[src/hw/rtl/ppe_pkg.sv]
// ----------------------------------------------------------------------------
// ppe_pkg
// Shared types and constants for the particle pool engine.
// ----------------------------------------------------------------------------
package ppe_pkg;

  localparam int unsigned CAPACITY_DEF = 64;

  typedef enum logic [1:0] {
    OP_ADD  = 2'd0,
    OP_TICK = 2'd1,
    OP_REM  = 2'd2,
    OP_NONE = 2'd3
  } op_t;

  typedef enum logic [2:0] {
    K_ADDED  = 3'd0,
    K_FULL   = 3'd1,
    K_RECORD = 3'd2,
    K_DONE   = 3'd3,
    K_REMOVE = 3'd4
  } kind_t;

  localparam logic [1:0] CFG_GX = 2'd0;
  localparam logic [1:0] CFG_GY = 2'd1;
  localparam logic [1:0] CFG_GZ = 2'd2;

  typedef struct packed {
    logic [1:0]         op;
    logic [5:0]         slot;
    logic [9:0]         time_delta;
    logic signed [31:0] start_x;
    logic signed [31:0] start_y;
    logic signed [31:0] start_z;
    logic signed [31:0] start_vx;
    logic signed [31:0] start_vy;
    logic signed [31:0] start_vz;
    logic [15:0]        life_ms;
    logic [15:0]        frame_period;
    logic [8:0]         frame_total;
  } in_word_t;

  typedef struct packed {
    logic [2:0]         kind;
    logic [5:0]         out_slot;
    logic signed [31:0] pos_x;
    logic signed [31:0] pos_y;
    logic signed [31:0] pos_z;
    logic [15:0]        life_left;
    logic [7:0]         frame_now;
    logic               last;
  } out_word_t;

  typedef enum logic [2:0] {
    S_IDLE,
    S_SCAN,
    S_TICK,
    S_CALC,
    S_EMIT
  } st_t;

  // round(p/1000), ties away from zero, in two steps; |p| < 2^41
  // m = |p| + 500 = hi*2^21 + lo, and 2^21 = 2097*1000 + 152
  function automatic logic [31:0] d1000_hi(input logic signed [41:0] p);
    logic [41:0] m;
    m = (p[41] ? 42'(-p) : 42'(p)) + 42'd500;
    d1000_hi = 32'(m[41:21]) * 32'd2097;
  endfunction

  // leftover hi*152 + lo, below 2^29
  function automatic logic [28:0] d1000_rem(input logic signed [41:0] p);
    logic [41:0] m;
    m = (p[41] ? 42'(-p) : 42'(p)) + 42'd500;
    d1000_rem = 29'(m[41:21]) * 29'd152 + 29'(m[20:0]);
  endfunction

  // leftover / 1000 by reciprocal, exact for values below 2^29
  function automatic logic signed [33:0] d1000_join(input logic neg,
                                                    input logic [31:0] qh,
                                                    input logic [28:0] r1);
    logic [58:0] t;
    logic [33:0] q;
    t = 59'(r1) * 59'(30'd549755814);
    q = 34'(qh) + 34'(t[58:39]);
    d1000_join = neg ? -$signed(q) : $signed(q);
  endfunction

endpackage

[src/hw/rtl/ppe_front.sv]
// ----------------------------------------------------------------------------
// ppe_front
// Input side: takes words and holds them in a two-entry queue for the back.
// ----------------------------------------------------------------------------
module ppe_front import ppe_pkg::*; (
  input  logic     clk,
  input  logic     rst_n,
  input  logic     in_valid,
  output logic     in_stall,
  input  in_word_t in_data,
  output logic     q_valid,
  output in_word_t q_data,
  input  logic     q_take
);

  in_word_t buf_r [2];
  logic [1:0] cnt_r, cnt_nxt;
  logic rd_r, wr_r;
  logic push;

  assign in_stall = (cnt_r == 2'd2);
  // unknown ops are dropped here
  assign push = in_valid && !in_stall && (in_data.op != OP_NONE);
  assign q_valid = (cnt_r != 2'd0);
  assign q_data = buf_r[rd_r];

  // occupancy
  always_comb begin
    cnt_nxt = cnt_r + 2'(push) - 2'(q_take && q_valid);
  end

  always_ff @(posedge clk) begin
    if (!rst_n) begin
      cnt_r <= '0;
      rd_r  <= 1'b0;
      wr_r  <= 1'b0;
    end else begin
      cnt_r <= cnt_nxt;
      if (push) wr_r <= !wr_r;
      if (q_take && q_valid) rd_r <= !rd_r;
    end
  end

  always_ff @(posedge clk) begin
    if (push) buf_r[wr_r] <= in_data;
  end

  a_cnt: assert property (@(posedge clk) disable iff (!rst_n) cnt_r != 2'd3)
    else $error("queue overflow");
  a_take: assert property (@(posedge clk) disable iff (!rst_n) q_take |-> q_valid)
    else $error("take from empty queue");
  a_full: assert property (@(posedge clk) disable iff (!rst_n)
    (cnt_r == 2'd2 && !q_take) |=> cnt_r == 2'd2)
    else $error("full queue lost a word");

endmodule

[config.mk]
export PLATFORM = sky130hd
export DESIGN_NAME = ppe_front
export DESIGN_NICKNAME = d
export VERILOG_FILES = /design/src/hw/rtl/ppe_pkg.sv /design/src/hw/rtl/ppe_front.sv
export SDC_FILE = /design/constraint.sdc
export NUM_CORES = 1
export LEC_CHECK = 0
export BUFFER_PORTS_ARGS = -buffer_cell sky130_fd_sc_hd__clkbuf_2
export CAP_MARGIN = 20
export CORE_AREA = 2 2 205 207
export CTS_CLUSTER_SIZE = 8
export DETAILED_ROUTE_END_ITERATION = 6
export DIE_AREA = 0 0 207 209
export PLACE_DENSITY = 0.75
export SETUP_SLACK_MARGIN = 0.15
export SLEW_MARGIN = 20
export SYNTH_ARGS = -nofsm -noshare
export SYNTH_HDL_FRONTEND = slang
export SYNTH_SLANG_ARGS = --single-unit
[constraint.sdc]
create_clock -name clk -period 12.33 [get_ports clk]
set_clock_uncertainty 0.15 [all_clocks]
set_input_delay 0 -clock clk [delete_from_list [all_inputs] [get_ports clk]]
set_output_delay 0 -clock clk [all_outputs]
set_load 0.02 [all_outputs]
After elaboration in Yosys (flattened, before gate mapping)
Memories as Yosys holds them, arrays and structs flattened. A register that Yosys moved wholly into a read port is not among the register bits.
Index checks and enable logic that the tools add are counted.
{"block": "op_classes", "n_lt_le_gt_ge": 0, "mul": 0, "addsub": 2, "shift": 0, "reduce_logical": 7, "muxes": 4, "eq_ne": 2, "bitwise": 0, "div": 0}
{"operator": "$mux 1", "count": 4}
{"operator": "$logic_and 1x1->1", "count": 3}
{"operator": "$logic_not 1->1", "count": 3}
{"operator": "$add 2x1->2", "count": 1}
{"operator": "$eq 2x2->1 const B", "count": 1}
{"operator": "$ne 2x2->1 const B", "count": 1}
{"operator": "$reduce_bool 2->1", "count": 1}
{"operator": "$sub 2x1->2", "count": 1}
{"block": "word_totals", "ramBits": 502, "mem_bits_ro": 0, "memories": 1, "inputBits": 255, "ff_bits": 4, "latch_bits": 0}
{"memory": "buf_r", "words": 2, "width": 251, "read_ports": 1, "rd_ports_with_merged_regs": 1, "write_ports": 1, "line_no": "ppe_front.sv:16", "source": "in_word_t buf_r [2];"}

Depth between registers and ports, before layout
Gate-level depths: netlist of the first run.
{"block": "logic_depth", "depth_word": 6, "mapped_depth": 8, "ltp_nobuf": 8}

Least setup slack after synthesis of the first run
OpenSTA, ideal clock, no wires.
{"block": "synth_timing", "kind": "register -> register", "start": "register cnt_r[1]", "end": "memory buf_r[0][0] in the netlist's numbering, enable pin", "path_stages_with_launch": 4, "n_path_buf": 0, "setup_slack_ns": 0.117, "required_time_ns": 11.311, "arrival_time_ns": 11.194, "cell_sequence": "dfxtp_1 nor2b_1 nand3b_1 nor2_1"}
{"block": "synth_between", "elab_chain_len": 6}
{"element": "from (decl)", "line_no": "ppe_front.sv:17", "source": "logic [1:0] cnt_r, cnt_nxt;"}
{"element": "from (signal assigned)", "line_no": "ppe_front.sv:38", "source": "cnt_r <= cnt_nxt;"}
{"element": "$eq 2x2->1", "line_no": "ppe_front.sv:21", "source": "assign in_stall = (cnt_r == 2'd2);"}
{"element": "named net in_stall", "line_no": "ppe_front.sv:9", "source": "output logic in_stall,"}
{"element": "$logic_not 1->1", "line_no": "ppe_front.sv:23", "source": "assign push = in_valid && !in_stall && (in_data.op != OP_NONE);"}
{"element": "$logic_and 1x1->1 (2 in series)", "line_no": "ppe_front.sv:23"}
{"element": "$mux 1", "line_no": "ppe_front.sv:45", "source": "if (push) buf_r[wr_r] <= in_data;"}
{"element": "$mux 1 (not written as such)", "line_no": "ppe_front.sv:45"}
{"element": "to (decl)", "line_no": "ppe_front.sv:16"}
The timed path passes the listed nets, and every way through them passes these cells.

Worst setup path after layout of the first run
{"block": "layout_timing", "start": "register cnt_r[1]", "end": "memory buf_r[0][153] in the netlist's numbering, enable pin"}
{"block": "layout_between", "elab_chain_len": 6}
{"element": "$eq 2x2->1", "line_no": "ppe_front.sv:21"}
{"element": "$logic_not 1->1", "line_no": "ppe_front.sv:23"}
{"element": "$logic_and 1x1->1 (2 in series)", "line_no": "ppe_front.sv:23"}
{"element": "$mux 1", "line_no": "ppe_front.sv:45"}
{"element": "$mux 1 (not written as such)", "line_no": "ppe_front.sv:45"}
No other way between the ends.

==> flow_summary.json, run 1 <==
{
  "drtIter0Drc": 642,
  "io_pins": 508,
  "reg2reg_to": "buf_r[0][153]$_DFFE_PP_",
  "period_share_pct": 31.5,
  "avgViaCountPerCell": 4.99,
  "hold_path_depth": 2,
  "hold_class": "primary input to flop",
  "period_needed_ns": 3.89,
  "maxSlewHeadroom_pct": 32.2,
  "grt_max_degree": 163,
  "gp_congestion": 0.775,
  "power_density_mw_per_mm2": 195,
  "die-area_mm2": 0.0433,
  "clock.fmax_ghz": 0.257,
  "cts_buffers": 73,
  "required_ns": 12.37,
  "start_kind": "flop",
  "clock_latency_ns": 0.57,
  "r2r-start": "cnt_r[1]$_SDFF_PN0_",
  "yosysWarnings": 0,
  "synth-seq-cells": 507,
  "syn_area_mm2": 0.0191,
  "cts_root_buffer": "clkbuf_16",
  "critical-path-top-delay-family": "buffers and inverters",
  "crit_fanout": 162,
  "core_mm2": 0.0413,
  "cp_slowest_cell": "buf_4",
  "hold_start": "in_data[156]",
  "slew_viol_final": 0,
  "final_nets": 1997,
  "crit_chain": "nor2b_1 -> nand3b_1 -> nor2_4 -> buf_12 -> buf_4",
  "ir_worst_vdd_mv": 0.148,
  "setup_viol": 0,
  "port_buffers": 507,
  "cp.buffers_inverters": 2,
  "r2r_slack_ns": 8.44,
  "rows": 75,
  "wl_um": 49300,
  "num_vias": 11500,
  "final_core_util_pct": 67.5,
  "cpPeakStageDelay_ns": 0.87,
  "grtUsageTotal_pct": 22.3,
  "post_cts_buffers": 0,
  "drt_first_pass_iters": 7,
  "routedWlPerCell_um": 21.5,
  "hpwlAfterDp_um": 27200,
  "clk_path_buf_depth": 3,
  "seq_area_frac_synth_pct": 79.3,
  "p_leak_nw": 11.0,
  "final-hold-violation-count": 0,
  "maxCapViolations": 0,
  "overflow": 0,
  "grt_pass1_vias": 12600,
  "worstHoldEndpoint": "buf_r[0][156]$_DFFE_PP_",
  "worstPathArrival_ns": 3.93,
  "whs_ns": 0.0209,
  "clk_transition_reported_paths_ns": 0.05,
  "crit_type": "flop to flop",
  "setup.worst_path.end_class": "flop",
  "cts_tree": "done",
  "clkSinkCount": 507,
  "grt_pass1_wl_um": 72800,
  "status": "completed",
  "area_delta_synth_final_pct": 45.6,
  "antenna_found_initial": 3,
  "ant_nets": 0,
  "r2r_cells": 5,
  "rsz0062_at_grt": "no",
  "cts_max_level": 3,
  "remaining_drc_errors": 0,
  "die_h_um": 209,
  "avgSynthCellArea_um2": 23.7,
  "syn_inst": 807,
  "fin_setup_tns_ns": 0,
  "ys_types": 17,
  "p_total_mw": 5.44,
  "syn_nets": 1064,
  "drive_gt1_share_pct": 48.5,
  "start_util_pct": 46.3,
  "tightest_slew_ns": 1.02,
  "chipWidth_um": 207
}
synth_stat cells (all sizes together):
cell,count,share of area (%)
nand2,3,0.059
buf,28,1.5
dfxtp,5,0.52
mux2,251,19
and2,2,0.065
nor2b,3,0.098
edfxtp,502,79
nor2,2,0.039
o21a,1,0.039
inv,2,0.039
ha,2,0.13
nand3b,1,0.039
mux2i,1,0.052
xnor2,3,0.14
or2,1,0.033
worst max path at each step:
stage,startpoint,to,slack (ns),cells past startpoint
after detailed placement,cnt_r[1]$_SDFF_PN0_,buf_r[0][13]$_DFFE_PP_,8.60,5
after CTS,flop,q_data[16],8.38,4
after floorplan,cnt_r[1]$_SDFF_PN0_,buf_r[0][0]$_DFFE_PP_,0.12,3
after global routing,cnt_r[1]$_SDFF_PN0_,buf_r[0][12]$_DFFE_PP_,8.25,5
final,cnt_r[1]$_SDFF_PN0_,buf_r[0][153]$_DFFE_PP_,8.44,5
after global placement,cnt_r[1]$_SDFF_PN0_,buf_r[0][159]$_DFFE_PP_,8.65,5
flip-flops by register name, indices dropped and copies added (netlist names), named ones only:
name / cells
rd_r: 1
cnt_r: 2
buf_r: 502
wr_r: 1
cell usage in the layout (no fill, tap or decap), types with 3 or more instances in the layout:
cell             n
clkbuf_16       77
edfxtp_1       502
buf_4            9
xnor2_1          3
nor2b_1          3
clkbuf_1        11
nand2_1          3
mux2_2          61
dfxtp_1          4
mux2_4         190
dlygate4sd3_1  369
clkbuf_2       507
cell type report:
type / instances / area, µm²
tap: 539 / 674
sequential: 507 / 15200
clock inverter: 3 / 21.3
timing repair buffer: 886 / 6320
multi-input combinational: 270 / 3690
inverter: 2 / 7.51
clock buffer: 88 / 1970
fill: 2526 / 13400
antenna: 2 / 5.00
kinds of logic (layout without fill, tap and decap cells):
kind of cell | Yosys count | after routing | synth area share [%]
muxes | 252 | 252 | 18.6
buffers and inverters | 30 | 979 | 1.49
and+or+nand+nor | 12 | 12 | 0.334
xor gates and xnor gates | 3 | 3 | 0.137
other | 0 | 2 | 0
DFF | 507 | 507 | 79.3
adders and majority gates | 2 | 2 | 0.131
AOI/OAI and AO/OA | 1 | 1 | 0.0393
stage by stage:
stage               area [µm²]  setup slack [ns]  std cells
floorplan                19100             0.117        807
global placement         22200              8.65       1835
detailed placement       22200              8.60       1835
CTS                      27800              8.38       2293
global route             27900              8.25       2295
finish                   27900              8.44       2297
repair_timing:
action	4_1_cts	5_1_grt
endpoints found under the hold margin	507	4
hold buffers	367	2
gates resized for setup	0	0
power by group:
group / internal, mW / switching (mW)
Sequential: 2.12 / 0.0668
Clock: 1.10 / 0.676
Combinational: 0.646 / 0.825
routing by layer:
| metal | global-route usage [%] | vias up | share of wire (%) |
|---|---|---|---|
| met5 | 0 | - | 0.055 |
| met4 | 10.3 | 4 | 4.1 |
| met3 | 7.11 | 136 | 8.5 |
| met2 | 38.7 | 601 | 51 |
| met1 | 25.1 | 5644 | 36 |
| li1 | - | 5080 | - |
Power figures use the tool's default switching activity.
==> inputs of run 2 (changes only) <==
==> constraint.sdc (replaced) <==
create_clock -name clk -period 3.1 [get_ports clk]
set_clock_uncertainty 0.15 [all_clocks]
set_input_delay 0 -clock clk [delete_from_list [all_inputs] [get_ports clk]]
set_output_delay 0 -clock clk [all_outputs]
set_load 0.02 [all_outputs]
==> flow_summary.json, run 2 (synthesized netlist as in run 1, its figures left out) <==
{
  "status": "completed",
  "power_density_mw_per_mm2": 780,
  "grt_pass1_wl_um": 75900,
  "hpwlAfterDp_um": 27800,
  "hold_class": "primary input to flop",
  "ir_worst_vdd_mv": 0.598,
  "p_leak_nw": 11.1,
  "setup_viol": 0,
  "mostFrequentLayoutCells": "clkbuf_2, edfxtp_1, dlygate4sd3_1, mux2_4, clkbuf_16",
  "drt_first_pass_iters": 5,
  "die-area_mm2": 0.0433,
  "cts_max_level": 3,
  "grt_pass1_vias": 13000,
  "cts_tree": "done",
  "clk_path_buf_depth": 3,
  "pwr-share-clk_pct": 32.5,
  "dpl_cell_area_mm2": 0.0225,
  "whs_ns": 0.0166,
  "core_mm2": 0.0413,
  "required_ns": 2.95,
  "largest_reg_flops": 502,
  "fillers": 2473,
  "io_pins": 508,
  "clock_latency_ns": 0.56,
  "crit_fanout": 43,
  "post_cts_buffers": 0,
  "overflow": 0,
  "clkSinkCount": 507,
  "period_needed_ns": 2.41,
  "crit_top_cell": "buf_12",
  "critical-path-top-delay-family": "buffers and inverters",
  "grt_max_degree": 83,
  "period_share_pct": 77.7,
  "start_kind": "flop",
  "clk_transition_reported_paths_ns": 0.05,
  "p_sw_share_pct": 29.0,
  "crit_type": "flop to output port",
  "comb_power_share_pct": 27.9,
  "area_delta_synth_final_pct": 46.3,
  "cts_root_buffer": "clkbuf_16",
  "tightest_slew_ns": 0.695,
  "cp_slowest_cell": "dfxtp_4",
  "grtUsageTotal_pct": 23.2,
  "avgViaCountPerCell": 4.99,
  "final_common_cell": "clkbuf_2",
  "antenna_found_initial": 6,
  "clock.fmax_ghz": 0.415,
  "start_util_pct": 46.3,
  "drtIter0Drc": 655,
  "dp.cells": 1853,
  "wl_um": 51100,
  "num_vias": 11500,
  "gp_congestion": 0.783,
  "chipWidth_um": 207,
  "slew_viol_final": 0,
  "die_h_um": 209,
  "rsz0062_at_grt": "no",
  "design_area_mm2": 0.0280,
  "final_nets": 1998,
  "crit_chain": "buf_12 -> buf_12 -> mux2_2 -> clkbuf_2",
  "drive_gt1_share_pct": 49.5,
  "cp.buffers_inverters": 3,
  "maxSlewHeadroom_pct": 53.7,
  "final-hold-violation-count": 0,
  "cts_buffers": 73,
  "p_int_mw": 15.5,
  "ant_nets": 0,
  "port_buffers": 507,
  "top_regs": "buf_r (502), cnt_r (2)",
  "routedWlPerCell_um": 22.2,
  "instances_no_fill": 2305,
  "cpPeakStageDelay_ns": 0.46,
  "seq_power_share_pct": 39.6,
  "setup.worst_path.end_class": "output port",
  "switching_power_mw": 6.33,
  "remaining_drc_errors": 0,
  "largest_register": "buf_r",
  "maxCapViolations": 0,
  "worstPathArrival_ns": 2.26,
  "rows": 75
}
==> run 2: power groups by stage <==
stage | clock (mW) | sequential, mW | combinational [mW]
2_1_floorplan | 0 | 8.77 | 3.95
3_3_place_gp | 0 | 8.70 | 5.56
3_5_place_dp | 0 | 8.74 | 5.59
4_1_cts | 7.14 | 8.62 | 5.99
5_1_grt | 7.53 | 8.70 | 6.34
6_report | 7.10 | 8.65 | 6.08
==> run 2: through the flow <==
step | worst slack [ns] | power [mW] | util [%] | TNS [ns]
global route | 0.605 | 22.6 | 67.8 | 0
CTS | 0.649 | 21.8 | 67.8 | 0
floorplan | -2.05 | 12.7 | - | -1017.99
global placement | 0.902 | 14.3 | 54.4 | 0
finish | 0.692 | 21.8 | 67.8 | 0
detailed placement | 0.851 | 14.3 | 54.4 | 0
==> run 2: final cells by class <==
cell class	count	area (µm²)	area share, %
sequential	507	15200	54.2
timing repair buffer	887	6420	22.9
multi-input combinational	270	3690	13.2
clock buffer	92	1980	7.08
tap	539	674	2.41
clock inverter	3	21.3	0.0760
antenna	5	12.5	0.0447
inverter	2	7.51	0.0268
==> run 2: worst paths after layout <==
check	start	end	slack (ns)	depth (start not counted)
hold reg to reg	wr_r$_SDFFE_PN0N_	wr_r$_SDFFE_PN0N_	0.36	2
setup reg to reg	cnt_r[1]$_SDFF_PN0_	buf_r[1][232]$_DFFE_PP_	0.90	5
setup / recovery	flop	q_data[35]	0.69	4
hold / removal	in_data[83]	buf_r[1][83]$_DFFE_PP_	0.02	2
==> run 2: what timing repair did <==
action                                 CTS  global route
endpoints found under the hold margin  518             0
gates resized for setup                  0             0
hold buffers                           352             0
==> run 2: worst register-to-register path: stages (launching register included) <==
cell and delay [ns]:
dfxtp_2 0.33, nor2b_4 0.12, nand3b_1 0.31, nor2_4 0.41
buf_12 0.30, buf_4 0.27
==> run 2: layer usage <==
metal,global-route usage [%],share of wire [%],up-vias
met5,0,0.025,-
met3,7.51,8.9,137
li1,-,-,5082
met4,12.0,4.3,2
met1,24.9,35,5685
met2,41.0,52,599
==> inputs of run 3 (changes only) <==
--- a/config.mk
+++ b/config.mk
@@ -7,11 +7,11 @@
 export LEC_CHECK = 0
 export BUFFER_PORTS_ARGS = -buffer_cell sky130_fd_sc_hd__clkbuf_2
 export CAP_MARGIN = 20
-export CORE_AREA = 2 2 205 207
+export CORE_AREA = 2 2 199 201
 export CTS_CLUSTER_SIZE = 8
 export DETAILED_ROUTE_END_ITERATION = 6
-export DIE_AREA = 0 0 207 209
-export PLACE_DENSITY = 0.75
+export DIE_AREA = 0 0 201 203
+export PLACE_DENSITY = 0.76
 export SETUP_SLACK_MARGIN = 0.15
 export SLEW_MARGIN = 20
 export SYNTH_ARGS = -nofsm -noshare
==> constraint.sdc (replaced) <==
create_clock -name clk -period 2.35 [get_ports clk]
set_clock_uncertainty 0.15 [all_clocks]
set_input_delay 0 -clock clk [delete_from_list [all_inputs] [get_ports clk]]
set_output_delay 0 -clock clk [all_outputs]
set_load 0.02 [all_outputs]
==> flow_summary.json, run 3 (synthesized netlist as in run 1, its figures left out) <==
{
  "status": "completed",
  "area_delta_synth_final_pct": 47.3,
  "worstPathArrival_ns": 1.98,
  "start_kind": "flop",
  "cts_tree": "done",
  "rsz0062_at_grt": "no",
  "avgViaCountPerCell": 5.12,
  "overflow": 0,
  "largest_register": "buf_r",
  "die-area_mm2": 0.0408,
  "routedWlPerCell_um": 23.5,
  "p_total_mw": 29.2,
  "drtIter0Drc": 696,
  "cts_max_level": 3,
  "num_vias": 11700,
  "port_buffers": 507,
  "maxCapViolations": 0,
  "cts_buffers": 73,
  "rows": 72,
  "grtUsageTotal_pct": 25.8,
  "multi_input_area_mm2": 0.00369,
  "clock.fmax_ghz": 0.471,
  "clk_transition_reported_paths_ns": 0.05,
  "drt_first_pass_iters": 5,
  "period_needed_ns": 2.13,
  "die_h_um": 203,
  "remaining_drc_errors": 0,
  "start_util_pct": 49.7,
  "grt_pass1_vias": 12800,
  "largest_reg_flops": 502,
  "power_density_mw_per_mm2": 1030,
  "instances_no_fill": 2277,
  "antenna_found_initial": 1,
  "dp.cells": 1841,
  "crit_fanout": 44,
  "slew_viol_final": 0,
  "tightest_slew_ns": 0.427,
  "gp_congestion": 0.765,
  "crit_type": "flop to output port",
  "mostFrequentLayoutCells": "clkbuf_2, edfxtp_1, dlygate4sd3_1, mux2_4, clkbuf_16",
  "cts_root_buffer": "clkbuf_16",
  "core_mm2": 0.0385,
  "maxSlewHeadroom_pct": 71.6,
  "ir_worst_vdd_mv": 1.21,
  "hold_class": "primary input to flop",
  "top_regs": "buf_r (502), cnt_r (2)",
  "grt_max_degree": 45,
  "clock_latency_ns": 0.56,
  "final-hold-violation-count": 0,
  "period_share_pct": 90.4,
  "setup_viol": 0,
  "p_leak_nw": 11.2,
  "final_common_cell": "clkbuf_2",
  "fillers": 2070,
  "required_ns": 2.20,
  "grt_pass1_wl_um": 78200,
  "regArea_mm2": 0.0152,
  "drive_gt1_share_pct": 50.5,
  "chipWidth_um": 201,
  "clk_path_buf_depth": 3,
  "setup.worst_path.end_class": "output port",
  "wl_um": 53400,
  "ant_nets": 0,
  "final_nets": 2007,
  "hpwlAfterDp_um": 28400,
  "io_pins": 508,
  "clkSinkCount": 507
}
==> run 3: worst paths after layout <==
check | start | end | slack, ns | cells past startpoint
max | flop | q_data[32] | 0.22 | 4
min | in_data[243] | buf_r[0][243]$_DFFE_PP_ | 0.02 | 2
max reg2reg | cnt_r[1]$_SDFF_PN0_ | buf_r[1][67]$_DFFE_PP_ | 0.29 | 5
min reg2reg | wr_r$_SDFFE_PN0N_ | wr_r$_SDFFE_PN0N_ | 0.37 | 2
==> run 3: stage by stage <==
stage,hold WS [ns],instance area (µm²),utilization [%],TNS (ns),setup slack [ns]
floorplan,-0.0511,19200,-,-1394.49,-2.80
global placement,0.0399,22600,58.8,0,0.297
detailed placement,0.0423,22600,58.8,0,0.276
CTS,0.000299,28200,73.3,0,0.214
global route,0.0130,28200,73.3,0,0.166
finish,0.0171,28200,73.3,0,0.225
==> run 3: layer usage <==
layer / global-route usage [%] / wire length (µm) / vias up
li1: - / - / 5086
met4: 11.3 / 1870 / 0
met3: 8.27 / 5180 / 119
met1: 28.6 / 18600 / 5756
met5: 0 / 0 / -
met2: 45.6 / 27800 / 690
==> run 3: cell type report <==
cell class,count,area share [%]
Sequential cell,507,53.9
Timing Repair Buffer,896,23.6
Multi-Input combinational cell,270,13.1
Clock buffer,81,7.04
Tap cell,518,2.30
Clock inverter,2,0.0488
Inverter,2,0.0266
Antenna cell,1,0.00888
==> run 3: what timing repair did <==
action | CTS | global route
hold buffers | 348 | 0
setup buffers | 4 | 0
gates resized for setup | 2 | 0
setup endpoints to repair | 159 | 0
hold endpoints to repair | 507 | 0
==> run 3: critical path, stage by stage (launching register included) <==
cell	delay [ns]
dfxtp_4	0.37
buf_12	0.13
buf_12	0.28
mux2_2	0.42
clkbuf_2	0.17
==> run 3: power breakdown <==
| group | switching, mW | internal [mW] | leakage, nW |
|---|---|---|---|
| Sequential | 0.302 | 11.1 | 4.69 |
| Clock | 3.59 | 5.85 | 0.984 |
| Combinational | 4.59 | 3.72 | 5.51 |
